--- config.mk ---
export PLATFORM = sky130hd
export DESIGN_NAME = board_slot_number_table_flat
export DESIGN_NICKNAME = d
export VERILOG_FILES = /design/src/hdl/bsn_pkg.sv /design/src/hdl/bsn_req_if.sv /design/src/hdl/bsn_rsp_if.sv /design/src/hdl/bsn_cell.sv /design/src/hdl/board_slot_number_table.sv /design/src/flat_wrapper.sv
export SDC_FILE = /design/constraint.sdc
export NUM_CORES = 1
export LEC_CHECK = 0
export CORE_MARGIN = 2
export CORE_UTILIZATION = 60
export CTS_CLUSTER_SIZE = 25
export DETAILED_ROUTE_END_ITERATION = 12
export DONT_BUFFER_PORTS = 1
export PLACE_DENSITY = 0.76
export SYNTH_ARGS = -nofsm -noshare
export SYNTH_HDL_FRONTEND = slang
export SYNTH_SLANG_ARGS = --single-unit
export TNS_END_PERCENT = 30
--- constraint.sdc ---
create_clock -name clk_i -period 5.21 [get_ports clk_i]
set_clock_uncertainty 0.15 [all_clocks]
set_input_delay 1.042 -clock clk_i [delete_from_list [all_inputs] [get_ports clk_i]]
set_output_delay 1.042 -clock clk_i [all_outputs]
set_load 0.03 [all_outputs]
--- src/hdl/bsn_pkg.sv ---
// Shared types and constants of the board slot number table.
// No dependencies; every other file refers to it by scoped names.
package bsn_pkg;

  localparam int MAX_CARDS = 16;
  localparam int DOM_W     = 16;
  localparam int BUS_W     = 8;
  localparam int DEV_W     = 5;
  localparam int FUNC_W    = 3;
  localparam int KEY_W     = DOM_W + BUS_W + DEV_W;
  localparam int MASK_W    = 1 << FUNC_W;
  localparam int CARD_W    = 4;
  localparam int STATUS_W  = 2;
  localparam int CNT_W     = $clog2(MAX_CARDS + 1);

  localparam logic OP_ATTACH  = 1'b0;
  localparam logic OP_RELEASE = 1'b1;

  typedef enum logic [STATUS_W-1:0] {
    ST_OK      = 2'd0,
    ST_BUSY    = 2'd1,
    ST_FULL    = 2'd2,
    ST_UNKNOWN = 2'd3
  } status_e;

  // Request token as it travels down the row of cells
  typedef struct packed {
    logic              done;
    logic              opcode;
    logic [KEY_W-1:0]  key;
    logic [FUNC_W-1:0] func;
    status_e           status;
    logic [CARD_W-1:0] card;
  } tok_t;

endpackage

--- src/hdl/bsn_req_if.sv ---
// Request channel of the board slot number table: valid, ready and request fields.
// Depends on bsn_pkg for field widths.
interface bsn_req_if;
  logic                        valid;
  logic                        ready;
  logic                        opcode;
  logic [bsn_pkg::DOM_W-1:0]   domain_number;
  logic [bsn_pkg::BUS_W-1:0]   bus_number;
  logic [bsn_pkg::DEV_W-1:0]   device_number;
  logic [bsn_pkg::FUNC_W-1:0]  function_number;

  modport source (output valid, opcode, domain_number, bus_number, device_number,
                  function_number, input ready);
  modport sink   (input valid, opcode, domain_number, bus_number, device_number,
                  function_number, output ready);
endinterface

--- src/hdl/bsn_rsp_if.sv ---
// Response channel of the board slot number table: valid, ready and result fields.
// Depends on bsn_pkg for field widths.
interface bsn_rsp_if;
  logic                          valid;
  logic                          ready;
  logic [bsn_pkg::STATUS_W-1:0]  status;
  logic [bsn_pkg::CARD_W-1:0]    card_index;

  modport source (output valid, status, card_index, input ready);
  modport sink   (input valid, status, card_index, output ready);
endinterface

--- src/hdl/bsn_cell.sv ---
// One table entry: key and active-function mask, plus one stage of the request chain.
// Depends on bsn_pkg.
module bsn_cell (
  input  logic                         clk_i,
  input  logic                         rst_ni,
  input  logic                         used_i,
  input  logic [bsn_pkg::CARD_W-1:0]   card_i,
  input  logic                         vld_i,
  input  bsn_pkg::tok_t                tok_i,
  output logic                         vld_o,
  output bsn_pkg::tok_t                tok_o,
  output logic                         alloc_o
);

  logic [bsn_pkg::KEY_W-1:0]  key_q, key_d;
  logic [bsn_pkg::MASK_W-1:0] mask_q, mask_d;
  logic [bsn_pkg::MASK_W-1:0] fbit;
  logic                       vld_q;
  bsn_pkg::tok_t              tok_q, tok_d;

  assign fbit = bsn_pkg::MASK_W'(1) << tok_i.func;

  always_comb begin
    tok_d   = tok_i;
    key_d   = key_q;
    mask_d  = mask_q;
    alloc_o = 1'b0;
    if (vld_i && !tok_i.done) begin
      if (used_i) begin
        if (key_q == tok_i.key) begin
          tok_d.done = 1'b1;
          if (tok_i.opcode == bsn_pkg::OP_ATTACH) begin
            if ((mask_q & fbit) != '0) begin
              tok_d.status = bsn_pkg::ST_BUSY;
            end else begin
              mask_d     = mask_q | fbit;
              tok_d.card = card_i;
            end
          end else begin
            mask_d = mask_q & ~fbit;
          end
        end
      end else if (tok_i.opcode == bsn_pkg::OP_ATTACH) begin
        // first free entry reached without a match: claim it
        key_d      = tok_i.key;
        mask_d     = fbit;
        alloc_o    = 1'b1;
        tok_d.done = 1'b1;
        tok_d.card = card_i;
      end
    end
  end

  always_ff @(posedge clk_i) begin
    key_q  <= key_d;
    mask_q <= mask_d;
    tok_q  <= tok_d;
  end

  always_ff @(posedge clk_i or negedge rst_ni) begin
    if (!rst_ni) begin
      vld_q <= 1'b0;
    end else begin
      vld_q <= vld_i;
    end
  end

  assign vld_o = vld_q;
  assign tok_o = tok_q;

endmodule

--- src/hdl/board_slot_number_table.sv ---
// Board slot number table: top level, a row of entry cells with a request chain.
// Depends on bsn_pkg, bsn_req_if, bsn_rsp_if and bsn_cell.
//
// Usage: drive attach (opcode 0) or release (opcode 1) transactions with the
// PCI domain, bus, device and function on req_i; each one returns exactly one
// transaction on rsp_o with a status and, on a successful attach, the board's
// card index (order of first attach, modulo 16).
// The request walks the row of MAX_CARDS cells, one cell per cycle; the cell
// holding the matching key, or the first free cell on a new attach, acts on it.
// The response is registered after the last cell of the chain. One request is in
// flight at a time, and req_i.ready rises only in the cycle after the response
// transaction, so with a ready receiver a new request is taken only once the
// previous response has been taken.
// Reset clears the entry count and the chain; entry contents need no clearing
// since only entries below the count are compared. While the receiver stalls
// the response is held and req_i.ready stays low.
module board_slot_number_table (
  input  logic      clk_i,
  input  logic      rst_ni,
  bsn_req_if.sink   req_i,
  bsn_rsp_if.source rsp_o
);

  localparam int N = bsn_pkg::MAX_CARDS;

  logic [N:0]                  vld;
  bsn_pkg::tok_t               tok [N+1];
  logic [N-1:0]                alloc;
  logic [N-1:0]                used;
  logic [bsn_pkg::CNT_W-1:0]   entries_used_q;
  logic                        busy_q;
  logic                        res_vld_q;
  bsn_pkg::tok_t               res_q, res_d;
  logic                        in_acc, out_acc;

  assign req_i.ready = !busy_q;
  assign in_acc      = req_i.valid && req_i.ready;
  assign out_acc     = rsp_o.valid && rsp_o.ready;

  assign vld[0]         = in_acc;
  assign tok[0].done    = 1'b0;
  assign tok[0].opcode  = req_i.opcode;
  assign tok[0].key     = {req_i.domain_number, req_i.bus_number, req_i.device_number};
  assign tok[0].func    = req_i.function_number;
  assign tok[0].status  = bsn_pkg::ST_OK;
  assign tok[0].card    = '0;

  for (genvar k = 0; k < N; k++) begin : g_cell
    assign used[k] = (bsn_pkg::CNT_W'(k) < entries_used_q);
    bsn_cell u_cell (
      .clk_i   (clk_i),
      .rst_ni  (rst_ni),
      .used_i  (used[k]),
      .card_i  (bsn_pkg::CARD_W'(k)),
      .vld_i   (vld[k]),
      .tok_i   (tok[k]),
      .vld_o   (vld[k+1]),
      .tok_o   (tok[k+1]),
      .alloc_o (alloc[k])
    );
  end

  // No cell took the request: full table on attach, unknown board on release
  always_comb begin
    res_d = tok[N];
    if (!tok[N].done) begin
      res_d.card   = '0;
      res_d.status = (tok[N].opcode == bsn_pkg::OP_ATTACH) ? bsn_pkg::ST_FULL
                                                            : bsn_pkg::ST_UNKNOWN;
    end
  end

  always_ff @(posedge clk_i or negedge rst_ni) begin
    if (!rst_ni) begin
      entries_used_q <= '0;
      busy_q         <= 1'b0;
      res_vld_q      <= 1'b0;
    end else begin
      if (alloc != '0) begin
        entries_used_q <= entries_used_q + bsn_pkg::CNT_W'(1);
      end
      if (in_acc) begin
        busy_q <= 1'b1;
      end else if (out_acc) begin
        busy_q <= 1'b0;
      end
      if (vld[N]) begin
        res_vld_q <= 1'b1;
      end else if (out_acc) begin
        res_vld_q <= 1'b0;
      end
    end
  end

  always_ff @(posedge clk_i) begin
    if (vld[N]) begin
      res_q <= res_d;
    end
  end

  assign rsp_o.valid      = res_vld_q;
  assign rsp_o.status     = res_q.status;
  assign rsp_o.card_index = res_q.card;

  a_one_alloc: assert property (@(posedge clk_i) disable iff (!rst_ni)
    $onehot0(alloc))
    else $error("more than one cell claimed an entry");

  a_count_bound: assert property (@(posedge clk_i) disable iff (!rst_ni)
    entries_used_q <= bsn_pkg::CNT_W'(N))
    else $error("entry count beyond table size");

  a_one_token: assert property (@(posedge clk_i) disable iff (!rst_ni)
    $onehot0({vld, res_vld_q}))
    else $error("more than one request in flight");

  a_busy_cover: assert property (@(posedge clk_i) disable iff (!rst_ni)
    (res_vld_q || (vld[N:1] != '0)) |-> busy_q)
    else $error("request in flight while not busy");

  a_full_only_full: assert property (@(posedge clk_i) disable iff (!rst_ni)
    (res_vld_q && res_q.status == bsn_pkg::ST_FULL) |-> entries_used_q == bsn_pkg::CNT_W'(N))
    else $error("table full reported with free entries");

endmodule

--- src/flat_wrapper.sv ---
// flat-port wrapper written by rule: the top's interface ports become plain ports
module board_slot_number_table_flat 
  (clk_i, rst_ni, req_i_valid, req_i_opcode, req_i_domain_number, req_i_bus_number, req_i_device_number, req_i_function_number, req_i_ready, rsp_o_valid, rsp_o_status, rsp_o_card_index, rsp_o_ready);
  bsn_req_if req_i_i ();
  bsn_rsp_if rsp_o_i ();
  input  logic clk_i;
  input  logic rst_ni;
  input wire logic [$bits(req_i_i.valid)-1:0] req_i_valid;
  input wire logic [$bits(req_i_i.opcode)-1:0] req_i_opcode;
  input wire logic [$bits(req_i_i.domain_number)-1:0] req_i_domain_number;
  input wire logic [$bits(req_i_i.bus_number)-1:0] req_i_bus_number;
  input wire logic [$bits(req_i_i.device_number)-1:0] req_i_device_number;
  input wire logic [$bits(req_i_i.function_number)-1:0] req_i_function_number;
  output wire logic [$bits(req_i_i.ready)-1:0] req_i_ready;
  output wire logic [$bits(rsp_o_i.valid)-1:0] rsp_o_valid;
  output wire logic [$bits(rsp_o_i.status)-1:0] rsp_o_status;
  output wire logic [$bits(rsp_o_i.card_index)-1:0] rsp_o_card_index;
  input wire logic [$bits(rsp_o_i.ready)-1:0] rsp_o_ready;
  assign req_i_i.valid = req_i_valid;
  assign req_i_i.opcode = req_i_opcode;
  assign req_i_i.domain_number = req_i_domain_number;
  assign req_i_i.bus_number = req_i_bus_number;
  assign req_i_i.device_number = req_i_device_number;
  assign req_i_i.function_number = req_i_function_number;
  assign req_i_ready = req_i_i.ready;
  assign rsp_o_valid = rsp_o_i.valid;
  assign rsp_o_status = rsp_o_i.status;
  assign rsp_o_card_index = rsp_o_i.card_index;
  assign rsp_o_i.ready = rsp_o_ready;
  board_slot_number_table u_core (.clk_i(clk_i), .rst_ni(rst_ni), .req_i(req_i_i), .rsp_o(rsp_o_i));
endmodule
==> results of run 1 <==
-- cells in the final DEF (no fill, tap or decap), drive strengths merged, types with 15 or more instances in the layout --
| cell type | netlist | routed |
|---|---|---|
| edfxtp | 598 | 598 |
| dfxtp | 577 | 577 |
| xnor2 | 390 | 390 |
| nor2 | 181 | 181 |
| clkbuf | 63 | 152 |
| nand2 | 116 | 116 |
| nand4 | 105 | 105 |
| a21oi | 96 | 96 |
| nor3 | 74 | 74 |
| xor2 | 73 | 73 |
| nor4 | 61 | 61 |
| nand2b | 57 | 57 |
| inv | 49 | 54 |
| nand3 | 50 | 50 |
| clkinv | 1 | 41 |
| o21ai | 36 | 36 |
| nand3b | 35 | 35 |
| o31ai | 32 | 32 |
| mux2i | 24 | 24 |
| dfrtp | 23 | 23 |
| or3 | 20 | 20 |
| a31oi | 18 | 18 |
| or3b | 16 | 16 |
| nor2b | 15 | 15 |
-- power by group --
group | internal [W] | leakage, nW | total, W | switching [W]
Combinational | 0.000199 | 3.52 | 0.000390 | 0.000191
Clock | 0.00468 | 1.88 | 0.00816 | 0.00348
Sequential | 0.0101 | 10.5 | 0.0104 | 0.000297
-- logic make-up after synthesis --
family          Yosys count
compound gates          269
xor+xnor                463
fa+ha+maj                 1
buf+inv                 133
flops                  1198
mux                      38
simple gates            810
-- synthesized netlist by cell type (10+ instances only) --
cell type,instances,share of area (%)
sky130_fd_sc_hd__edfxtp_1,598,43
sky130_fd_sc_hd__dfxtp_1,577,28
sky130_fd_sc_hd__xnor2_1,390,8.3
sky130_fd_sc_hd__nor2_1,180,1.6
sky130_fd_sc_hd__nand2_1,116,1.1
sky130_fd_sc_hd__nand4_1,105,1.6
sky130_fd_sc_hd__a21oi_1,95,1.1
sky130_fd_sc_hd__nor3_1,73,0.88
sky130_fd_sc_hd__xor2_1,73,1.5
sky130_fd_sc_hd__clkbuf_1,63,0.57
sky130_fd_sc_hd__nor4_1,60,0.91
sky130_fd_sc_hd__nand2b_1,57,0.86
sky130_fd_sc_hd__nand3_1,50,0.60
sky130_fd_sc_hd__inv_1,49,0.44
sky130_fd_sc_hd__nand3b_1,35,0.64
sky130_fd_sc_hd__o21ai_0,35,0.42
sky130_fd_sc_hd__o31ai_1,32,0.58
sky130_fd_sc_hd__mux2i_1,24,0.58
sky130_fd_sc_hd__dfrtp_1,23,1.4
sky130_fd_sc_hd__or3_1,20,0.30
sky130_fd_sc_hd__a31oi_1,17,0.26
sky130_fd_sc_hd__or3b_2,16,0.34
sky130_fd_sc_hd__buf_2,15,0.18
sky130_fd_sc_hd__nor2b_1,15,0.23
sky130_fd_sc_hd__a211oi_1,14,0.25
sky130_fd_sc_hd__and2_1,13,0.20
sky130_fd_sc_hd__nor3b_1,11,0.20
sky130_fd_sc_hd__and3_1,10,0.15
sky130_fd_sc_hd__mux4_2,10,0.54
-- area by class of cell --
cell class	instances	area (sq um)	area share (%)
clock inverter	57	633	1.37
clock buffer	151	3190	6.92
sequential	1198	30100	65.3
inverter	50	188	0.407
timing repair buffer	13	108	0.234
tap	882	1100	2.39
multi-input combinational	1581	10800	23.4
-- layer usage --
metal	vias to the layer above	part of all wire [%]	routed length (um)	track usage (%)
met5	-	0	0	0
met4	0	2.7	2170	6.89
met3	155	3.8	3050	3.11
met2	650	52	41200	39.8
met1	11100	41	32900	28.8
li1	10600	-	-	-
-- through the flow --
| stage | instances | utilization (%) | setup slack, ns | instance area, sq um |
|---|---|---|---|---|
| final | 3932 | 67.3 | 1.45 | 46100 |
| after global placement | 3722 | 61.7 | 1.62 | 42200 |
| after detailed placement | 3722 | 61.7 | 1.47 | 42200 |
| after floorplan | 2912 | - | 0.650 | 41400 |
| after CTS | 3931 | 67.3 | 1.48 | 46100 |
| after global routing | 3932 | 67.3 | 1.21 | 46100 |
-- worst max-delay path, delay by kind of cell, from the launching register on --
family                 cells  cell delay, ns
flip-flops                 1            0.74
AND/OR/NAND/NOR            4            1.76
buffers and inverters      1            0.63
multiplexers               1            0.36
-- worst paths after layout --
check,to,slack (ns),from,depth (start not counted)
worst max-delay path,u_core.entries_used_q[1]$_DFFE_PN0P_,1.45,u_core.entries_used_q[3]$_DFFE_PN0P_,6
worst min-delay path,u_core.g_cell[5].u_cell.vld_o$_DFF_PN0_,0.04,rst_ni,1
worst max register to register,u_core.entries_used_q[1]$_DFFE_PN0P_,1.45,u_core.entries_used_q[3]$_DFFE_PN0P_,6
worst min register to register,u_core.g_cell[12].u_cell.tok_o[16]$_DFF_P_,0.21,u_core.g_cell[11].u_cell.tok_o[16]$_DFF_P_,0
max in group asynchronous,u_core.g_cell[3].u_cell.vld_o$_DFF_PN0_,4.68,rst_ni,1
min in group clk_i,u_core.g_cell[0].u_cell.tok_o[33]$_DFF_P_,0.21,req_i_domain_number[11],0
-- repair_timing --
item / CTS / global route
gates resized for setup: 0 / 0
hold endpoints to repair: 23 / 0
hold buffers: 1 / 0
==> impl_summary.txt, run 1 <==
----------------------------------------------------
[Critical path]
  CP arrival ... 4.16 ns
  Cells traversed along the worst timing path ... or2_2 -> or3_1 -> inv_1 -> or4_1 -> nor4_4 -> mux2_1
  Worst endpoint required time ... 5.61 ns
  Slowest cell delay on critical path ... 0.79 ns
  Kind of end point of the critical path ... register
  CP Launch Type ... register
  Classification of the worst setup path ... register to register
  Maximum fanout count along the critical path ... 30
  Cell type of the slowest stage on the worst timing path ... sky130_fd_sc_hd__or4_1

[Outcome]
  Outcome ... complete, no violations

[Worst hold path]
  Worst Hold Class ... input port to async pin

[Route]
  Wire length reported by the detailed router ... 79300 um
  Routed length per instance ... 20.2 um
  Via Count ... 22500
  Number of vias per cell ... 5.72
  Iteration-0 DRC Markers ... 1759
  # DRC ... 0
  Detailed Routing Iterations Pass 1 ... 8
  DRT antenna net count ... 0

[Floorplanning]
  Full die area ... 0.0711 sq mm
  Placeable core area ... 0.0685 sq mm
  Starting density of the core ... 60.4%
  DIE HEIGHT ... 267 um
  Boundary pin count ... 45
  Total number of placement rows ... 96
  Die width ... 267 um

[Run]
  Count of max-cap constraint violations ... 0

[Place]
  Count of port buffers added during placement ... 0
  HPWL reported at the end of detailed placement ... 55200 um
  Routability cong. ... 0.825

[STA]
  Total Negative Setup Slacks ... 0 ns
  Time the final worst path needs with I/O delays and setup ... 3.76 ns
  Final Cycle Share ... 72.2%
  Setup Viol. Count Final ... 0
  Hold slack ... 0.0432 ns
  Highest clock rate ... 266 MHz
  Unrepaired setup endpoints after global routing ... false
  Number of failing hold endpoints at the final stage ... 0
  Final Slew Violations ... 0
  Relative slew slack ... 11.7%
  Actual slew at the worst max-slew pin ... 1.32 ns

[Clock network]
  Number of sinks handled by clock tree synthesis ... 1198
  Post-CTS Setup Bufs ... 0
  Worst skew pair latency ... 0.70 ns
  Clock buffer depth ... 3
  Master cell of the clock root buffer ... sky130_fd_sc_hd__clkbuf_16
  Clock-pin transition on the worst setup and hold timing paths ... 0.07 ns
  CTS Buf Count ... 109
  Clock tree from TritonCTS ... done
  CTS H-tree depth ... 3

[Power and ir drop]
  Areal power density over the cells ... 411 mW/mm^2
  Final Total Pwr ... 0.0189 W
  Pleak ... 15.9 nW
  Maximum vdd ir drop ... 0.000413 V

[Global route]
  Overall overflow remaining after global route ... 0
  First-pass GRT wire length ... 125000 um
  Maximum number of pins on one net before global-route repair ... 35
  Antenna violations before repair ... 0
  Number of global-route vias before repair ... 22600
  Global-route usage over all layers ... 22.5%

[Cells and area]
  Fill cell instance count of the final layout ... 4549
  Fraction of layout cells with a size suffix above 1 ... 8.36%
  Number of diodes added for antenna fixing ... 0
  Total number of nets in the final design ... 2991
  Layout overhead on the synthesized area ... 11.4%

[Logic synthesis]
  Simple-gate portion of the synthesized area ... 10.7%
  Synthesized Nets ... 2950
  Fraction of synthesis flops using an asynchronous set or reset pin ... 1.92%
  Sequential area share after synthesis ... 72.7%
  Synthesis Warnings ... 0
  Proportion of synthesized area in mux cells ... 1.23%
  Combinational family with the most area after synthesis ... simple AND/OR/NAND/NOR gates
  XOR/XNOR share of the synthesized area ... 9.80%
  Adder and majority cell fraction of the synthesized area ... 0.0302%
  Syn avg cell area ... 14.2 sq um
  #FFs+latches synth ... 1198
  Synthesized cell area ... 0.0414 sq mm
  Number of distinct library cells after synthesis ... 79
  Number of flops mapped to enable cells by yosys ... 598
  Share of the synthesized area in compound gates (AO/OA/AOI/OAI) ... 4.26%
  Main flop type after synthesis ... sky130_fd_sc_hd__edfxtp_1
  Syn Inst Count ... 2912

----------------------------------------------------
Note: power is estimated with default switching activity, not from simulation.
==> run 2: changes to the inputs <==
--- a/config.mk
+++ b/config.mk
@@ -5,12 +5,13 @@
 export SDC_FILE = /design/constraint.sdc
 export NUM_CORES = 1
 export LEC_CHECK = 0
+export ABC_AREA = 1
 export CORE_MARGIN = 2
-export CORE_UTILIZATION = 60
+export CORE_UTILIZATION = 57
 export CTS_CLUSTER_SIZE = 25
 export DETAILED_ROUTE_END_ITERATION = 12
 export DONT_BUFFER_PORTS = 1
-export PLACE_DENSITY = 0.76
+export PLACE_DENSITY = 0.75
 export SYNTH_ARGS = -nofsm -noshare
 export SYNTH_HDL_FRONTEND = slang
 export SYNTH_SLANG_ARGS = --single-unit
==> constraint.sdc (replaced) <==
create_clock -name clk_i -period 3.36 [get_ports clk_i]
set_clock_uncertainty 0.15 [all_clocks]
set_input_delay 0.672 -clock clk_i [delete_from_list [all_inputs] [get_ports clk_i]]
set_output_delay 0.672 -clock clk_i [all_outputs]
set_load 0.03 [all_outputs]
==> run 2 against run 1 <==
Against the previous run: utilization fell by 3.0 points; largest cell class unchanged; power is 59% higher; synthesized cell count up 66%; area after synthesis increased by 12%; sequential share of layout area fell by 7.3 points; maximum frequency grew 35%; register-to-register slack got worse by 0.87 ns; critical path depth did not move; clock power grew 57%.
==> impl_summary.txt, run 2 <==
----------------------------------------------------
[Outcome]
  Outcome ... complete, no violations (unchanged)

[Route]
  DRT antenna net count ... 0 (unchanged)
  Routed length on met3 ... 3780 um (was 3050 um)
  Met1 Wirelength ... 39700 um (was 32900 um)
  Detailed Routing Iterations Pass 1 ... 6 (was 8)
  Wire length reported by the detailed router ... 92600 um (was 79300 um)
  Routed met2 length ... 46700 um (was 41200 um)
  Via Count ... 30400 (was 22500)
  Routed length per instance ... 15.2 um (was 20.2 um)
  # DRC ... 0 (unchanged)
  Top layer in use ... met4 (unchanged)
  Iteration-0 DRC Markers ... 2339 (was 1759)
  Number of vias per cell ... 4.98 (was 5.72)

[Cells and area]
  Leading cell types in the layout, fill and taps excluded ... 1191 x sky130_fd_sc_hd__nand2_1, 821 x sky130_fd_sc_hd__inv_1, 685 x sky130_fd_sc_hd__nor2_1 (was 598 x sky130_fd_sc_hd__edfxtp_1, 577 x sky130_fd_sc_hd__dfxtp_1, 390 x sky130_fd_sc_hd__xnor2_1)
  Commonest non-fill, non-tap cell in the layout ... sky130_fd_sc_hd__nand2_1 (was sky130_fd_sc_hd__edfxtp_1)
  Layout overhead on the synthesized area ... 11.6% (was 11.4%)
  Total number of nets in the final design ... 4983 (was 2991)
  Post-route insts no fill ... 6105 (was 3932)
  Fraction of layout cells with a size suffix above 1 ... 5.55% (was 8.36%)
  Number of diodes added for antenna fixing ... 0 (unchanged)

[Clock network]
  Number of sinks handled by clock tree synthesis ... 1198 (unchanged)
  Worst skew pair latency ... 0.70 ns (about the same)
  CTS H-tree depth ... 3 (unchanged)
  Clock tree from TritonCTS ... done (unchanged)
  Clock buffer depth ... 3 (unchanged)
  CTS Buf Count ... 112 (was 109)
  Master cell of the clock root buffer ... sky130_fd_sc_hd__clkbuf_16 (unchanged)
  Clock-pin transition on the worst setup and hold timing paths ... 0.06 ns (was 0.07 ns)
  Post-CTS Setup Bufs ... 0 (unchanged)

[Logic synthesis]
  Synthesis Warnings ... 0 (unchanged)
  Most frequent cells after synthesis ... 1191 x sky130_fd_sc_hd__nand2_1, 821 x sky130_fd_sc_hd__inv_1, 689 x sky130_fd_sc_hd__nor2_1, 598 x sky130_fd_sc_hd__edfxtp_1, 577 x sky130_fd_sc_hd__dfxtp_1 (was 598 x sky130_fd_sc_hd__edfxtp_1, 577 x sky130_fd_sc_hd__dfxtp_1, 390 x sky130_fd_sc_hd__xnor2_1, 180 x sky130_fd_sc_hd__nor2_1, 116 x sky130_fd_sc_hd__nand2_1)
  Number of distinct library cells after synthesis ... 47 (was 79)
  Share of the synthesized area in the top cell type ... 38.6% (was 43.4%)
  Syn avg cell area ... 9.62 sq um (was 14.2 sq um)
  Synthesized cell area ... 0.0465 sq mm (was 0.0414 sq mm)
  #FFs+latches synth ... 1198 (unchanged)
  Count leader, synth ... sky130_fd_sc_hd__nand2_1 (was sky130_fd_sc_hd__edfxtp_1)
  Number of flops mapped to enable cells by yosys ... 598 (unchanged)
  Area contributors post-synth ... sky130_fd_sc_hd__edfxtp_1 39%, sky130_fd_sc_hd__dfxtp_1 25%, sky130_fd_sc_hd__nand2_1 9.6% (was sky130_fd_sc_hd__edfxtp_1 43%, sky130_fd_sc_hd__dfxtp_1 28%, sky130_fd_sc_hd__xnor2_1 8.3%)
  Main flop type after synthesis ... sky130_fd_sc_hd__edfxtp_1 (unchanged)
  Syn Inst Count ... 4829 (was 2912)
  Sequential area share after synthesis ... 64.7% (was 72.7%)
  Top cell type by total area after synthesis ... sky130_fd_sc_hd__edfxtp_1 (unchanged)
  Simple-gate portion of the synthesized area ... 21.4% (was 10.7%)
  Synthesized Nets ... 4867 (was 2950)
  Combinational family with the most area after synthesis ... simple AND/OR/NAND/NOR gates (unchanged)
  Share of the synthesized area in compound gates (AO/OA/AOI/OAI) ... 1.59% (was 4.26%)
  Proportion of synthesized area in mux cells ... 0% (was 1.23%)
  XOR/XNOR share of the synthesized area ... 4.83% (was 9.80%)
  Adder and majority cell fraction of the synthesized area ... 0.0269% (was 0.0302%)
  Fraction of synthesis flops using an asynchronous set or reset pin ... 1.92% (unchanged)

[Global route]
  Maximum number of pins on one net before global-route repair ... 33 (was 35)
  Global-route usage over all layers ... 22.3% (was 22.5%)
  Number of global-route vias before repair ... 29600 (was 22600)
  First-pass GRT wire length ... 150000 um (was 125000 um)
  Antenna violations before repair ... 0 (unchanged)
  Overall overflow remaining after global route ... 0 (unchanged)

[Critical path]
  Kind of end point of the critical path ... register (unchanged)
  Slowest cell delay on critical path ... 0.53 ns (was 0.79 ns)
  Cell type of the slowest stage on the worst timing path ... sky130_fd_sc_hd__dfrtp_1 (was sky130_fd_sc_hd__or4_1)
  Cells traversed along the worst timing path ... inv_2 -> nand2_4 -> nand2_1 -> nand4_1 -> inv_1 -> buf_4 (was or2_2 -> or3_1 -> inv_1 -> or4_1 -> nor4_4 -> mux2_1)
  Number of buffers and inverters on the critical path ... 3 (was 1)
  Maximum fanout count along the critical path ... 29 (was 30)
  Capturing point of the worst reg2reg path ... u_core.g_cell[8].u_cell.key_q[14]$_DFFE_PP_ (was u_core.entries_used_q[1]$_DFFE_PN0P_)
  Worst reg2reg setup slack ... 0.58 ns (was 1.45 ns)
  CP Launch Type ... register (unchanged)
  Worst endpoint required time ... 3.54 ns (was 5.61 ns)
  R2r worst-path depth ... 6 (unchanged)
  CP arrival ... 2.96 ns (was 4.16 ns)
  FF-to-FF Start ... u_core.entries_used_q[4]$_DFFE_PN0P_ (was u_core.entries_used_q[3]$_DFFE_PN0P_)
  Cell family with most CP delay ... simple AND/OR/NAND/NOR gates (unchanged)
  Classification of the worst setup path ... register to register (unchanged)

[Floorplanning]
  Die width ... 290 um (was 267 um)
  Starting density of the core ... 57.6% (was 60.4%)
  DIE HEIGHT ... 290 um (was 267 um)
  Full die area ... 0.0838 sq mm (was 0.0711 sq mm)
  Placeable core area ... 0.0807 sq mm (was 0.0685 sq mm)
  Boundary pin count ... 45 (unchanged)
  Total number of placement rows ... 104 (was 96)

[Worst hold path]
  Worst-case hold path end point ... u_core.busy_q$_DFFE_PN0P_
  Startpoint of the worst hold path ... rsp_o_ready
  Min-Delay Path Depth ... 3
  Worst Hold Class ... input port to register (was input port to async pin)

[Place]
  HPWL reported at the end of detailed placement ... 65500 um (was 55200 um)
  Routability cong. ... 0.888 (was 0.825)
  Total placed cells including tap cells ... 5855 (was 3722)
  Count of port buffers added during placement ... 0 (unchanged)

[Power and ir drop]
  Pleak ... 22.7 nW (was 15.9 nW)
  Areal power density over the cells ... 581 mW/mm^2 (was 411 mW/mm^2)
  Maximum vdd ir drop ... 0.000590 V (was 0.000413 V)

[STA]
  Relative slew slack ... 56.4% (was 11.7%)
  Highest clock rate ... 360 MHz (was 266 MHz)
  Setup Viol. Count Final ... 0 (unchanged)
  Time the final worst path needs with I/O delays and setup ... 2.78 ns (was 3.76 ns)
  Actual slew at the worst max-slew pin ... 0.654 ns (was 1.32 ns)
  Final Slew Violations ... 0 (unchanged)
  Final Cycle Share ... 82.8% (was 72.2%)
  Number of failing hold endpoints at the final stage ... 0 (unchanged)
  Unrepaired setup endpoints after global routing ... false (unchanged)
  Total Negative Setup Slacks ... 0 ns (unchanged)

[Run]
  Count of max-cap constraint violations ... 0 (unchanged)

----------------------------------------------------
[run 2: changes by cell type after synthesis, sizes merged, moves of 32 or more]
cell and delta:
nor2 +520, inv +785, xnor2 -183, nand3 +137, nand2b -57, nand2 +1094, clkbuf -57, o31ai -32
a21oi -76
[run 2: cell type report]
cell class                 instances  area, sq um
sequential                      1198        30100
timing repair buffer              53          498
fill                            6162        28800
inverter                         836         3140
multi-input combinational       2744        12900
clock buffer                     167         3250
tap                             1060         1330
clock inverter                    47          587
[run 2: logic make-up (layout without fill, tap and decap cells)]
group | count (synthesis) | count (layout)
AO/OA/AOI/OAI | 125 | 125
adder cells (fa/ha/maj) | 1 | 1
AND/OR/NAND/NOR | 2362 | 2362
flip-flops | 1198 | 1198
XOR/XNOR | 256 | 256
buffers and inverters | 887 | 1103
[run 2: per-stage QoR]
step                total power, W  cell area [sq um]  hold WS [ns]  util, %  setup WS (ns)
floorplan                   0.0171              46500         0.176        -          0.227
global placement            0.0175              47600         0.211     59.0          0.629
detailed placement          0.0175              47600         0.209     59.0          0.590
CTS                         0.0303              51800        0.0111     64.3          0.552
global route                0.0311              51800        0.0498     64.3          0.380
finish                      0.0301              51800        0.0408     64.3          0.579
[run 2: where the power goes]
| group | internal (W) | switching, W | leakage [nW] | total [W] |
|---|---|---|---|---|
| registers | 0.0157 | 0.000545 | 10.5 | 0.0163 |
| logic | 0.000395 | 0.000629 | 10.3 | 0.00102 |
| clock network | 0.00738 | 0.00544 | 1.85 | 0.0128 |
| total | 0.0235 | 0.00662 | 22.7 | 0.0301 |
[run 2: layer usage]
metal,up-vias,global-route usage [%]
met5,-,0
met4,0,6.62
met3,185,3.08
met2,719,39.4
met1,14100,28.6
li1,15300,-
[run 2: worst max-delay path by stage]
stage | cells after the start | startpoint | slack, ns | end
6_report | 6 | u_core.entries_used_q[4]$_DFFE_PN0P_ | 0.58 | u_core.g_cell[8].u_cell.key_q[14]$_DFFE_PP_
5_1_grt | 6 | u_core.entries_used_q[4]$_DFFE_PN0P_ | 0.38 | u_core.g_cell[8].u_cell.key_q[6]$_DFFE_PP_
4_1_cts | 6 | u_core.entries_used_q[4]$_DFFE_PN0P_ | 0.55 | u_core.g_cell[8].u_cell.key_q[14]$_DFFE_PP_
3_5_place_dp | 6 | u_core.entries_used_q[4]$_DFFE_PN0P_ | 0.59 | u_core.g_cell[8].u_cell.key_q[3]$_DFFE_PP_
3_3_place_gp | 6 | u_core.entries_used_q[4]$_DFFE_PN0P_ | 0.63 | u_core.g_cell[8].u_cell.key_q[9]$_DFFE_PP_
2_1_floorplan | 8 | req_i_valid | 0.23 | register
[run 2: worst register-to-register path, cell delays in order (launching register included)]
cell	delay, ns
sky130_fd_sc_hd__dfrtp_1	0.53
sky130_fd_sc_hd__inv_2	0.34
sky130_fd_sc_hd__nand2_4	0.19
sky130_fd_sc_hd__nand2_1	0.38
sky130_fd_sc_hd__nand4_1	0.35
sky130_fd_sc_hd__inv_1	0.12
sky130_fd_sc_hd__buf_4	0.36
[run 2: what timing repair did]
| action | CTS | global route |
|---|---|---|
| hold buffers | 36 | 0 |
| hold endpoints to repair | 86 | 0 |
| gates resized for setup | 0 | 0 |
